==> config.mk <==
export PLATFORM = sky130hd
export DESIGN_NAME = banker_safety_check
export DESIGN_NICKNAME = d
export VERILOG_FILES = /design/src/sv/bsc_pkg.sv /design/src/sv/bsc_ctrl.sv /design/src/sv/bsc_datapath.sv /design/src/sv/banker_safety_check.sv
export SDC_FILE = /design/constraint.sdc
export NUM_CORES = 2
export LEC_CHECK = 0
export BUFFER_PORTS_ARGS = -buffer_cell sky130_fd_sc_hd__buf_2
export CORE_MARGIN = 5
export CORE_UTILIZATION = 50
export DETAILED_ROUTE_END_ITERATION = 12
export GPL_ROUTABILITY_DRIVEN = 1
export PLACE_DENSITY = 0.63
export SYNTH_ARGS = -nofsm -noshare
export SYNTH_HDL_FRONTEND = slang
export SYNTH_HIERARCHICAL = 1
export SYNTH_SLANG_ARGS = --single-unit
==> constraint.sdc <==
create_clock -name clk -period 12.5 [get_ports clk]
set_clock_uncertainty 0.15 [all_clocks]
set_input_delay 0 -clock clk [delete_from_list [all_inputs] [get_ports clk]]
set_output_delay 0 -clock clk [all_outputs]
set_load 0.02 [all_outputs]
==> src/sv/bsc_pkg.sv <==
package bsc_pkg;

  localparam logic [1:0] OP_WRITE_ENTRY = 2'd0;
  localparam logic [1:0] OP_WRITE_TOTAL = 2'd1;
  localparam logic [1:0] OP_CHECK       = 2'd2;
  localparam logic [1:0] OP_TRIAL       = 2'd3;

  localparam logic [1:0] ST_SEQ    = 2'd0;
  localparam logic [1:0] ST_UNSAFE = 2'd1;
  localparam logic [1:0] ST_ACCEPT = 2'd2;
  localparam logic [1:0] ST_REJECT = 2'd3;

  typedef struct packed {
    logic clr_step;
    logic wr_entry;
    logic wr_total;
    logic load;
    logic addr_trial;
    logic save_old;
    logic wr_trial;
    logic wr_back;
    logic p_clr;
    logic p_inc;
    logic r_clr;
    logic r_inc;
    logic fin_clr;
    logic work_init;
    logic work_sub;
    logic work_add;
    logic grant;
    logic emit_seq;
    logic emit_unsafe;
    logic emit_accept;
    logic emit_reject;
  } cmd_t;

  typedef struct packed {
    logic clr_last;
    logic p_last;
    logic r_last;
    logic done_last;
    logic fin_p;
    logic fits;
    logic in_ok;
  } stat_t;

endpackage

==> src/sv/bsc_ctrl.sv <==
module bsc_ctrl (
  input  logic           clk,
  input  logic           rst,
  input  logic           start,
  input  logic [1:0]     opcode,
  input  bsc_pkg::stat_t stat,
  output bsc_pkg::cmd_t  cmd,
  output logic           busy
);
  import bsc_pkg::*;

  localparam logic [3:0] S_CLEAR    = 4'd0;
  localparam logic [3:0] S_IDLE     = 4'd1;
  localparam logic [3:0] S_TR_READ  = 4'd2;
  localparam logic [3:0] S_TR_SAVE  = 4'd3;
  localparam logic [3:0] S_AV_START = 4'd4;
  localparam logic [3:0] S_AV_INIT  = 4'd5;
  localparam logic [3:0] S_AV_ADDR  = 4'd6;
  localparam logic [3:0] S_AV_SUB   = 4'd7;
  localparam logic [3:0] S_GR_SKIP  = 4'd8;
  localparam logic [3:0] S_FIT_ADDR = 4'd9;
  localparam logic [3:0] S_FIT_CMP  = 4'd10;
  localparam logic [3:0] S_ADD_ADDR = 4'd11;
  localparam logic [3:0] S_ADD_DO   = 4'd12;
  localparam logic [3:0] S_SAFE_END = 4'd13;
  localparam logic [3:0] S_EMIT     = 4'd14;
  localparam logic [3:0] S_UNSAFE   = 4'd15;

  logic [3:0] state;
  logic [3:0] state_next;
  logic       is_trial;
  logic       is_trial_next;

  assign busy = (state != S_IDLE);

  always_ff @(posedge clk) begin
    if (rst) begin
      state    <= S_CLEAR;
      is_trial <= 1'b0;
    end else begin
      state    <= state_next;
      is_trial <= is_trial_next;
    end
  end

  always_comb begin
    cmd           = '0;
    state_next    = state;
    is_trial_next = is_trial;
    case (state)
      S_CLEAR: begin
        cmd.clr_step = 1'b1;
        if (stat.clr_last) begin
          state_next = S_IDLE;
        end
      end
      S_IDLE: begin
        if (start) begin
          case (opcode)
            OP_WRITE_ENTRY: cmd.wr_entry = 1'b1;
            OP_WRITE_TOTAL: cmd.wr_total = 1'b1;
            OP_CHECK: begin
              cmd.load      = 1'b1;
              is_trial_next = 1'b0;
              state_next    = S_AV_START;
            end
            OP_TRIAL: begin
              // An update that addresses no table entry is refused on the spot.
              if (stat.in_ok) begin
                cmd.load      = 1'b1;
                is_trial_next = 1'b1;
                state_next    = S_TR_READ;
              end else begin
                cmd.emit_reject = 1'b1;
              end
            end
            default: ;
          endcase
        end
      end
      S_TR_READ: begin
        cmd.addr_trial = 1'b1;
        state_next     = S_TR_SAVE;
      end
      S_TR_SAVE: begin
        cmd.save_old = 1'b1;
        cmd.wr_trial = 1'b1;
        state_next   = S_AV_START;
      end
      S_AV_START: begin
        cmd.p_clr   = 1'b1;
        cmd.r_clr   = 1'b1;
        cmd.fin_clr = 1'b1;
        state_next  = S_AV_INIT;
      end
      S_AV_INIT: begin
        cmd.work_init = 1'b1;
        state_next    = S_AV_SUB;
      end
      S_AV_ADDR: begin
        state_next = S_AV_SUB;
      end
      S_AV_SUB: begin
        cmd.work_sub = 1'b1;
        if (stat.p_last) begin
          cmd.p_clr = 1'b1;
          if (stat.r_last) begin
            cmd.r_clr  = 1'b1;
            state_next = S_GR_SKIP;
          end else begin
            cmd.r_inc  = 1'b1;
            state_next = S_AV_INIT;
          end
        end else begin
          cmd.p_inc  = 1'b1;
          state_next = S_AV_ADDR;
        end
      end
      S_GR_SKIP: begin
        if (!stat.fin_p) begin
          cmd.r_clr  = 1'b1;
          state_next = S_FIT_ADDR;
        end else if (stat.p_last) begin
          state_next = S_UNSAFE;
        end else begin
          cmd.p_inc = 1'b1;
        end
      end
      S_FIT_ADDR: begin
        state_next = S_FIT_CMP;
      end
      S_FIT_CMP: begin
        if (!stat.fits) begin
          if (stat.p_last) begin
            state_next = S_UNSAFE;
          end else begin
            cmd.p_inc  = 1'b1;
            state_next = S_GR_SKIP;
          end
        end else if (stat.r_last) begin
          cmd.r_clr  = 1'b1;
          state_next = S_ADD_ADDR;
        end else begin
          cmd.r_inc  = 1'b1;
          state_next = S_FIT_ADDR;
        end
      end
      S_ADD_ADDR: begin
        state_next = S_ADD_DO;
      end
      S_ADD_DO: begin
        cmd.work_add = 1'b1;
        if (stat.r_last) begin
          cmd.grant = 1'b1;
          cmd.p_clr = 1'b1;
          if (stat.done_last) begin
            state_next = S_SAFE_END;
          end else begin
            state_next = S_GR_SKIP;
          end
        end else begin
          cmd.r_inc  = 1'b1;
          state_next = S_ADD_ADDR;
        end
      end
      S_SAFE_END: begin
        if (is_trial) begin
          cmd.emit_accept = 1'b1;
          state_next      = S_IDLE;
        end else begin
          cmd.p_clr  = 1'b1;
          state_next = S_EMIT;
        end
      end
      S_EMIT: begin
        cmd.emit_seq = 1'b1;
        if (stat.p_last) begin
          state_next = S_IDLE;
        end else begin
          cmd.p_inc = 1'b1;
        end
      end
      S_UNSAFE: begin
        if (is_trial) begin
          cmd.wr_back     = 1'b1;
          cmd.emit_reject = 1'b1;
        end else begin
          cmd.emit_unsafe = 1'b1;
        end
        state_next = S_IDLE;
      end
      default: state_next = S_IDLE;
    endcase
  end

endmodule

==> src/sv/bsc_datapath.sv <==
module bsc_datapath #(
  parameter int MAX_PROCS  = 16,
  parameter int MAX_RES    = 8,
  parameter int COUNT_BITS = 8
) (
  input  logic           clk,
  input  logic           rst,
  input  bsc_pkg::cmd_t  cmd,
  output bsc_pkg::stat_t stat,
  input  logic [4:0]     proc_count,
  input  logic [3:0]     res_count,
  input  logic [3:0]     process_index,
  input  logic [2:0]     resource_index,
  input  logic [7:0]     max_value,
  input  logic [7:0]     alloc_value,
  input  logic [7:0]     total_value,
  output logic           result_valid,
  output logic [1:0]     status,
  output logic [3:0]     seq_process,
  output logic           last
);
  import bsc_pkg::*;

  localparam int CB    = COUNT_BITS;
  localparam int EW    = 2 * CB;
  localparam int WW    = CB + 5;
  localparam int DEPTH = MAX_PROCS * MAX_RES;
  localparam int AW    = $clog2(DEPTH);
  localparam int PW    = $clog2(MAX_PROCS);
  localparam int RW    = (MAX_RES > 1) ? $clog2(MAX_RES) : 1;
  localparam int SL    = (MAX_PROCS < 16) ? MAX_PROCS : 16;
  localparam int SLW   = $clog2(SL);

  logic [EW-1:0]        mem [DEPTH];
  logic [EW-1:0]        rdata;
  logic [AW-1:0]        raddr;
  logic [AW-1:0]        waddr;
  logic [EW-1:0]        wdata;
  logic                 we;

  logic [AW-1:0]        clr_cnt;
  logic [PW-1:0]        p_cnt;
  logic [RW-1:0]        r_cnt;
  logic [SLW-1:0]       done_cnt;
  logic                 finished [MAX_PROCS];
  logic signed [WW-1:0] work [MAX_RES];
  logic [CB-1:0]        totals [MAX_RES];
  logic [3:0]           order [SL];
  logic [EW-1:0]        saved;
  logic [AW-1:0]        t_addr;
  logic [CB-1:0]        t_mv;
  logic [CB-1:0]        t_av;

  logic [AW-1:0]        cnt_addr;
  logic [AW-1:0]        in_addr;
  logic                 p_in_ok;
  logic                 r_in_ok;
  logic [6:0]           np_m1;
  logic [4:0]           nr_m1;
  logic signed [WW-1:0] alloc_w;
  logic signed [WW-1:0] need_w;

  assign cnt_addr = AW'(int'(p_cnt) * MAX_RES + int'(r_cnt));
  assign in_addr  = AW'(int'(process_index) * MAX_RES + int'(resource_index));
  assign p_in_ok  = (int'(process_index) < MAX_PROCS);
  assign r_in_ok  = (int'(resource_index) < MAX_RES);

  // Counts out of range saturate to the supported span.
  always_comb begin
    if (proc_count == 5'd0) begin
      np_m1 = 7'd0;
    end else if (7'(proc_count) > 7'(SL)) begin
      np_m1 = 7'(SL - 1);
    end else begin
      np_m1 = 7'(proc_count) - 7'd1;
    end
    if (res_count == 4'd0) begin
      nr_m1 = 5'd0;
    end else if (5'(res_count) > 5'(MAX_RES)) begin
      nr_m1 = 5'(MAX_RES - 1);
    end else begin
      nr_m1 = 5'(res_count) - 5'd1;
    end
  end

  assign alloc_w = $signed(WW'(rdata[CB-1:0]));
  assign need_w  = $signed(WW'(rdata[EW-1:CB])) - alloc_w;

  assign stat.clr_last  = (clr_cnt == AW'(DEPTH - 1));
  assign stat.p_last    = (7'(p_cnt) == np_m1);
  assign stat.r_last    = (5'(r_cnt) == nr_m1);
  assign stat.done_last = (7'(done_cnt) == np_m1);
  assign stat.fin_p     = finished[p_cnt];
  assign stat.fits      = !(need_w > work[r_cnt]);
  assign stat.in_ok     = p_in_ok && r_in_ok;

  // Table memory: one write port, one registered read port.
  assign raddr = cmd.addr_trial ? t_addr : cnt_addr;

  always_comb begin
    we    = 1'b0;
    waddr = t_addr;
    wdata = saved;
    if (cmd.clr_step) begin
      we    = 1'b1;
      waddr = clr_cnt;
      wdata = '0;
    end else if (cmd.wr_entry && p_in_ok && r_in_ok) begin
      we    = 1'b1;
      waddr = in_addr;
      wdata = {CB'(max_value), CB'(alloc_value)};
    end else if (cmd.wr_trial) begin
      we    = 1'b1;
      wdata = {t_mv, t_av};
    end else if (cmd.wr_back) begin
      we    = 1'b1;
    end
  end

  always_ff @(posedge clk) begin
    if (we) begin
      mem[waddr] <= wdata;
    end
  end

  always_ff @(posedge clk) begin
    rdata <= mem[raddr];
  end

  always_ff @(posedge clk) begin
    if (rst) begin
      clr_cnt  <= '0;
      p_cnt    <= '0;
      r_cnt    <= '0;
      done_cnt <= '0;
      for (int i = 0; i < MAX_PROCS; i++) begin
        finished[i] <= 1'b0;
      end
      for (int i = 0; i < MAX_RES; i++) begin
        totals[i] <= '0;
      end
    end else begin
      if (cmd.clr_step) begin
        clr_cnt <= clr_cnt + AW'(1);
      end
      if (cmd.p_clr) begin
        p_cnt <= '0;
      end else if (cmd.p_inc) begin
        p_cnt <= p_cnt + PW'(1);
      end
      if (cmd.r_clr) begin
        r_cnt <= '0;
      end else if (cmd.r_inc) begin
        r_cnt <= r_cnt + RW'(1);
      end
      if (cmd.fin_clr) begin
        done_cnt <= '0;
        for (int i = 0; i < MAX_PROCS; i++) begin
          finished[i] <= 1'b0;
        end
      end else if (cmd.grant) begin
        done_cnt        <= done_cnt + SLW'(1);
        finished[p_cnt] <= 1'b1;
      end
      if (cmd.wr_total && r_in_ok) begin
        totals[RW'(resource_index)] <= CB'(total_value);
      end
    end
  end

  always_ff @(posedge clk) begin
    if (cmd.work_init) begin
      work[r_cnt] <= $signed(WW'(totals[r_cnt]));
    end else if (cmd.work_sub) begin
      work[r_cnt] <= work[r_cnt] - alloc_w;
    end else if (cmd.work_add) begin
      work[r_cnt] <= work[r_cnt] + alloc_w;
    end
    if (cmd.grant) begin
      order[done_cnt] <= 4'(p_cnt);
    end
    if (cmd.save_old) begin
      saved <= rdata;
    end
    if (cmd.load) begin
      t_addr <= in_addr;
      t_mv   <= CB'(max_value);
      t_av   <= CB'(alloc_value);
    end
  end

  always_ff @(posedge clk) begin
    if (rst) begin
      result_valid <= 1'b0;
    end else begin
      result_valid <= cmd.emit_seq || cmd.emit_unsafe || cmd.emit_accept || cmd.emit_reject;
    end
  end

  always_ff @(posedge clk) begin
    if (cmd.emit_seq) begin
      status      <= ST_SEQ;
      seq_process <= order[p_cnt[SLW-1:0]];
      last        <= stat.p_last;
    end else if (cmd.emit_unsafe || cmd.emit_accept || cmd.emit_reject) begin
      seq_process <= 4'd0;
      last        <= 1'b1;
      if (cmd.emit_unsafe) begin
        status <= ST_UNSAFE;
      end else if (cmd.emit_accept) begin
        status <= ST_ACCEPT;
      end else begin
        status <= ST_REJECT;
      end
    end
  end

endmodule

==> src/sv/banker_safety_check.sv <==
// Channel   Handshake                   Payload
// input     start, busy                 opcode, process_index, resource_index,
//                                       max_value, alloc_value, total_value
// result    result_valid (one cycle)    status, seq_process, last
// config    psel, penable, pwrite,      paddr, pwdata, prdata
//           pready
//
// Table and total writes leave busy low and may follow back to back.
// A check walks the tables through the single read port of the table memory: it first
// works out what is available over all P*R entries, then runs at most P*(P+1)/2 fit
// tests, each over up to R resources, granting each process that fits, passing over each
// finished process, and sends the sequence if safe. A trial update first saves the old
// entry. P and R are the process and resource counts; busy stays high for the whole walk.
// After reset the table memory is cleared, one entry a cycle over all MAX_PROCS*MAX_RES
// entries, with busy high. Results cannot be held off; each shows for one cycle.
module banker_safety_check #(
  parameter int MAX_PROCS  = 16,
  parameter int MAX_RES    = 8,
  parameter int COUNT_BITS = 8
) (
  input  logic        clk,
  input  logic        rst,
  input  logic        start,
  output logic        busy,
  input  logic [1:0]  opcode,
  input  logic [3:0]  process_index,
  input  logic [2:0]  resource_index,
  input  logic [7:0]  max_value,
  input  logic [7:0]  alloc_value,
  input  logic [7:0]  total_value,
  output logic        result_valid,
  output logic [1:0]  status,
  output logic [3:0]  seq_process,
  output logic        last,
  input  logic        psel,
  input  logic        penable,
  input  logic        pwrite,
  input  logic [2:0]  paddr,
  input  logic [31:0] pwdata,
  output logic [31:0] prdata,
  output logic        pready
);
  import bsc_pkg::*;

  cmd_t       cmd;
  stat_t      stat;
  logic [4:0] proc_count;
  logic [3:0] res_count;
  logic       cfg_write;

  assign pready    = 1'b1;
  assign cfg_write = psel && penable && pwrite && pready;

  always_ff @(posedge clk) begin
    if (rst) begin
      proc_count <= 5'd1;
      res_count  <= 4'd1;
    end else if (cfg_write) begin
      if (paddr[2]) begin
        res_count <= pwdata[3:0];
      end else begin
        proc_count <= pwdata[4:0];
      end
    end
  end

  assign prdata = paddr[2] ? {28'd0, res_count} : {27'd0, proc_count};

  bsc_ctrl u_ctrl (
    .clk    (clk),
    .rst    (rst),
    .start  (start),
    .opcode (opcode),
    .stat   (stat),
    .cmd    (cmd),
    .busy   (busy)
  );

  bsc_datapath #(
    .MAX_PROCS  (MAX_PROCS),
    .MAX_RES    (MAX_RES),
    .COUNT_BITS (COUNT_BITS)
  ) u_dp (
    .clk            (clk),
    .rst            (rst),
    .cmd            (cmd),
    .stat           (stat),
    .proc_count     (proc_count),
    .res_count      (res_count),
    .process_index  (process_index),
    .resource_index (resource_index),
    .max_value      (max_value),
    .alloc_value    (alloc_value),
    .total_value    (total_value),
    .result_valid   (result_valid),
    .status         (status),
    .seq_process    (seq_process),
    .last           (last)
  );

endmodule

# Word-level counts from Yosys, hierarchy flattened

Memories as Yosys holds them, arrays and structs flattened. A register that Yosys moved wholly into a read port is not among the register bits.
Cells that the tools add are included.

Flip-flop bits (word level): 79
RAM bits: 2,296
Bits of input ports: 74
Output and inout bits: 42
Word-level logic and storage cells: 231
Memories kept: 5

Memory list:

| memory        | depth | bits a word | rd ports | clocked after memory_dff | wr ports | RTL line           | text |
|---|---|---|---|---|---|---|---|
| u_dp.mem      | 128   | 16          | 1        | 1                        | 1        | bsc_datapath.sv:34 | `logic [EW-1:0] mem [DEPTH];` |
| u_dp.work     | 8     | 13          | 1        | 1                        | 1        | bsc_datapath.sv:46 | `logic signed [WW-1:0] work [MAX_RES];` |
| u_dp.order    | 16    | 4           | 1        | 1                        | 1        | bsc_datapath.sv:48 | `logic [3:0] order [SL];` |
| u_dp.totals   | 8     | 8           | 1        | 1                        | 8        | bsc_datapath.sv:47 | `logic [CB-1:0] totals [MAX_RES];` |
| u_dp.finished | 16    | 1           | 1        | 1                        | 16       | bsc_datapath.sv:45 | `logic finished [MAX_PROCS];` |

Add/subtract/negate cells: 11
Magnitude comparators: 3
Equal/unequal tests: 28
Multiplexer cells: 124
Bitwise logic cells: 19
Reduce and logical (&&, ||, !) cells: 25

Operator list:

| operator                                                         | number |
|---|---|
| 1-bit 2-to-1 mux                                                 | 71 |
| 4-bit 2-to-1 mux                                                 | 16 |
| 4-bit one-hot mux with 15 select lines                           | 1 |
| 16-bit 2-to-1 mux                                                | 3 |
| 7-bit 2-to-1 mux                                                 | 5 |
| 4-bit == test (second input constant)                            | 8 |
| 3-bit 2-to-1 mux                                                 | 10 |
| 13-bit 2-to-1 mux                                                | 2 |
| 1-bit bitwise OR                                                 | 18 |
| 4-bit by 3-bit == test with 1-bit output (second input constant) | 4 |
| 5-bit 2-to-1 mux                                                 | 3 |
| 7-bit by 3-bit adder with 7-bit output                           | 2 |
| 4-bit by 7-bit == test with 1-bit output                         | 2 |
| 13-bit by 9-bit adder with 13-bit output                         | 1 |
| 13-bit greater-than comparator                                   | 1 |
| 13-bit by 9-bit subtractor with 13-bit output                    | 1 |
| 2-bit 2-to-1 mux                                                 | 6 |
| 2-bit OR reduction                                               | 6 |
| 8-bit by 8-bit subtractor with 9-bit output                      | 1 |
| 4-bit by 1-bit adder with 4-bit output (second input constant)   | 2 |
| 4-bit by 2-bit == test with 1-bit output (second input constant) | 2 |
| 4-bit zero test                                                  | 2 |
| 8-bit 2-to-1 mux                                                 | 1 |
| 1-bit one-hot mux with 4 select lines                            | 2 |
| other kinds (28)                                                 | 40 |

# Longest topological paths before layout

Depth in word-level cells: 12
Mapped depth: 24
Depth with buffers taken out: 24

# Modules after synthesis

Netlist, hierarchy kept.

By module, submodules not included:

| module              | instances | cells each | area an instance (um2) |
|---|---|---|---|
| bsc_datapath        | 1         | 6,247      | 95,790.6 |
| bsc_ctrl            | 1         | 115        | 735.7 |
| banker_safety_check | 1         | 72         | 670.6 |

# Worst setup path before layout

OpenSTA, ideal clock, no wires.

Path type: flip-flop to flip-flop
Start: register u_ctrl.state[1]
End: memory u_dp/mem[0][14] in the netlist's numbering, data pin
Data arrival time: 5.118 ns
Required time: 11.555 ns
Path slack: 6.436 ns
Stages on the path, launching flop included: 10
Buffers on the path: 3
Cells stage by stage: dfxtp_1 > or2_2 > buf_4 > nor2_4 > nand2_1 > nor3_1 > buf_1 > clkbuf_1 > a21oi_1 > nor2_1

RTL lines:

| item                   | RTL line           | text |
|---|---|---|
| start, declared        | bsc_ctrl.sv:29     | `logic [3:0] state;` |
| start signal, assigned | bsc_ctrl.sv:41     | `state <= state_next;` |
| end, declared          | bsc_datapath.sv:34 |  |

==> metrics <==
Die Width approximately 450 µm; TritonCTS clock tree done; ratio of cells with drive above 1 in the final layout a little over an eighth; setup TNS 0 ps; number of cell rows around 160; crit path max fanout between 70 and 80; 1st-iter DRT viols 7159; sw power between 3 and 4 mW; Syn Std Cell Area ~97000 µm²; CTS buffer count around 230; peak supply drop approximately 0.00013 V; fillcell total approximately 15k; status finished, violations left; post-synthesis sequential area ratio 73.3%; Flop pwr share between 50% and 60%; global routing's busiest layer met2; drt drc 0; leakage around 36 nW; Slew HR -1.28%; cell count after synthesis ~6.4k; PD cells about 150 nW/µm²; final wirelength between 200 and 300 mm; Worst-path clk slew roughly 60 ps; final hold violations 0; dpl hpwl approximately 150 mm; RD Place Congestion approximately 0.86; worst hold margin roughly 78 ps; initial core utilization just over 50%; failing checks capacitance limit, slew limit; I/O Pins ~120; Final min period approximately 6800 ps; Port Buffers between 50 and 60; ys flop type edfxtp_1; GR Layer Usage met1 a little over a third; RSZ-0062 raised after global routing no; arrival time at the worst endpoint 7350 ps; DRT Pass-1 Iters 6; switch share approximately a fifth; GR Util met2 roughly 40%; Root Driver clkbuf_16; Worst Setup Start Kind flop; Post-Syn Area per Cell between 15 and 20 µm²; drt via density a little over 6; Critical Path Sink Type flop; Netlist cell types 81; Crit Path Class flop to flop; synth warn 6; WL per Instance approximately 28 µm; met3 usage 5.13%; antenna violations before repair 13; final core utilization around 57%; Tightest Hold Check Type input port to flop; vias in the first global route approximately 56k; largest net degree at the start of global routing about 150; Async SR Flop Fraction 0%; clock sink count 2398; CTS max path bufs 3; Core ar. slightly below 200000 µm²; final setup fails 0; Die H 451 µm; antenna-violating nets left 0; layout net count slightly below 7k; DIE AREA slightly above 200000 µm²; Post-CTS Setup Repair Bufs 0; Via Count 57.9k; Highest Clock Rate between 100 and 150 MHz; Tightest Pin Transition 1480 ps; FF+latch count, synth approximately 2.4k; clk_lat worst skew between 800 and 900 ps; GRT Residual Overflow 0; H-tree levels 4; Pins Over Slew Limit 1; P_int 12.7 mW; Tcrit/Tclk final 54.5%; first-pass GRT wire length slightly below 400 mm; gr usage total 25.8%; Critical Path RT 13040 ps; Clock power frac a little over two fifths; number of synthesized flops with an enable pin around 2.3k; combinational share of power under 10%; Syn-to-layout area delta 12.7%; Maximum Capacitance Violations 1
-- flip-flops by register name, indices dropped and copies added (netlist names), 5 cells and up, named ones only --
name and count:
u_dp/mem 2048, u_dp/work 104, u_dp/order 64, u_dp/totals 64, u_dp/finished 16, u_dp/rdata 16
u_dp/saved 16, u_dp/t_av 8, u_dp/t_mv 8, u_dp/clr_cnt 7, u_dp/t_addr 7, proc_count 5
-- repair_timing --
item                                    CTS  global route
endpoints found under the setup margin    0             0
gates resized for setup                   0             0
endpoints found under the hold margin   601             0
hold buffers                             99             0
-- power by group through the flow --
stage	logic (mW)	clock network (mW)	registers (mW)
after floorplan	0.159	0	8.90
after global placement	0.248	0	8.92
after detailed placement	0.254	0	8.92
after CTS	0.279	7.03	8.75
after global routing	0.304	7.40	8.75
final	0.285	6.93	8.75
-- path summary, 6_finish.rpt --
check                                                  start                        end  slack (ps)  cells after the start
worst min register to register     u_dp/finished[14]$_DFF_P_  u_dp/finished[14]$_DFF_P_         320                      2
worst min-delay path                                paddr[2]  res_count[3]$_SDFFE_PP0P_          80                      4
worst max register to register  u_ctrl/state[3]$_SDFFE_PP0P_      u_dp/rdata[7]$_DFF_P_        5690                     13
worst max-delay path            u_ctrl/state[3]$_SDFFE_PP0P_      u_dp/rdata[7]$_DFF_P_        5690                     13
-- synthesized netlist by cell type (5+ instances only) --
master | instances | area share (%)
edfxtp_1 | 2324 | 72
nand2_1 | 1129 | 4.4
nand3_1 | 330 | 1.7
mux2i_1 | 294 | 3.0
nor2_1 | 282 | 1.1
a21oi_1 | 269 | 1.4
mux4_2 | 203 | 4.7
clkbuf_1 | 149 | 0.58
buf_2 | 142 | 0.73
o221ai_1 | 106 | 0.96
o21ai_0 | 92 | 0.47
and2_1 | 89 | 0.57
and3_1 | 89 | 0.57
a31oi_1 | 83 | 0.53
nor3_1 | 82 | 0.42
dfxtp_1 | 74 | 1.5
a311oi_1 | 65 | 0.59
buf_4 | 65 | 0.50
ha_1 | 49 | 0.63
inv_1 | 47 | 0.18
o22ai_1 | 40 | 0.26
buf_1 | 37 | 0.14
nand4_1 | 33 | 0.21
o211ai_1 | 32 | 0.25
nand2b_1 | 28 | 0.18
nor4_1 | 26 | 0.17
a22oi_1 | 22 | 0.17
a2111oi_0 | 19 | 0.17
buf_6 | 18 | 0.21
nor2b_1 | 18 | 0.12
a221oi_1 | 16 | 0.14
o21a_1 | 14 | 0.11
xnor2_1 | 14 | 0.13
xor2_1 | 14 | 0.13
or2_2 | 12 | 0.077
mux2_2 | 11 | 0.13
o32ai_1 | 11 | 0.099
nor3b_1 | 9 | 0.070
a211oi_1 | 7 | 0.054
o21bai_1 | 7 | 0.054
a32oi_1 | 6 | 0.054
a211o_1 | 5 | 0.045
a221o_1 | 5 | 0.051
-- per-stage QoR --
step,std cells,instance area [µm²],worst slack (ps),power (mW)
floorplan,6460,97300,6440,9.06
global placement,8868,101000,5970,9.17
detailed placement,8868,101000,5880,9.18
CTS,9404,110000,5860,16.1
global route,9404,110000,5380,16.5
finish,9406,110000,5690,16.0
-- cells in the final DEF (no fill, tap or decap), types with 14 or more instances in the layout --
cell           count
o22ai_1           40
dfxtp_1           71
nor2b_1           18
mux2i_1          293
xnor2_1           14
and3_1            89
a2111oi_0         19
mux4_2           203
conb_1            29
nor2_1           256
a21oi_1          266
o211ai_1          32
o21ai_0           90
nor3_2            14
o221ai_1         106
a22oi_1           22
xor2_1            14
inv_1             47
buf_2             58
nand2_1         1129
nor2_4            18
a221oi_1          16
clkbuf_16        233
clkinv_1          65
ha_1              49
clkinv_2          38
a311oi_1          65
nor3_1            69
bufinv_16         21
buf_4            224
nand4_1           33
a31oi_1           82
nand2b_1          28
nor4_1            25
clkbuf_1          53
nand3_1          326
dlygate4sd3_1     99
and2_1            89
edfxtp_1        2324
-- cell type report --
type	count	area, µm²	share of cell area (%)
flip-flops and latches	2398	71300	65.1
multi-input cells	3601	24200	22.0
clock buffers	288	6060	5.53
repair buffers	393	3200	2.92
well taps	2526	3160	2.88
clock inverters	149	1520	1.39
inverters	49	184	0.168
diodes	2	5.00	0.00457
-- kinds of logic after synthesis --
logic type      count (synthesis)  synth area share, %
fa+ha+maj                      56                0.734
mux                           511                 7.92
other cells                     3               0.0116
flops                        2398                 73.3
simple gates                 2147                 9.73
xor+xnor                       28                0.252
buf+inv                       461                 2.35
compound gates                830                 5.67
-- critical path, stage by stage, from the launching register on --
cell and delay [ps]:
dfxtp_1 540, clkinv_1 330, nand2_1 270, nor3_2 60
buf_4 320, mux2_8 740, buf_4 620, buf_4 670
buf_4 870, nand3_1 190, a31oi_1 480, o21ai_0 140
a21oi_1 830, nor3_1 140
-- layer usage --
layer | share of wire, % | routed length (µm)
met2 | 46 | 124000
met5 | 0.018 | 48
met3 | 9.8 | 26200
met4 | 4.1 | 11000
met1 | 40 | 106000
Power figures use the tool's default switching activity.
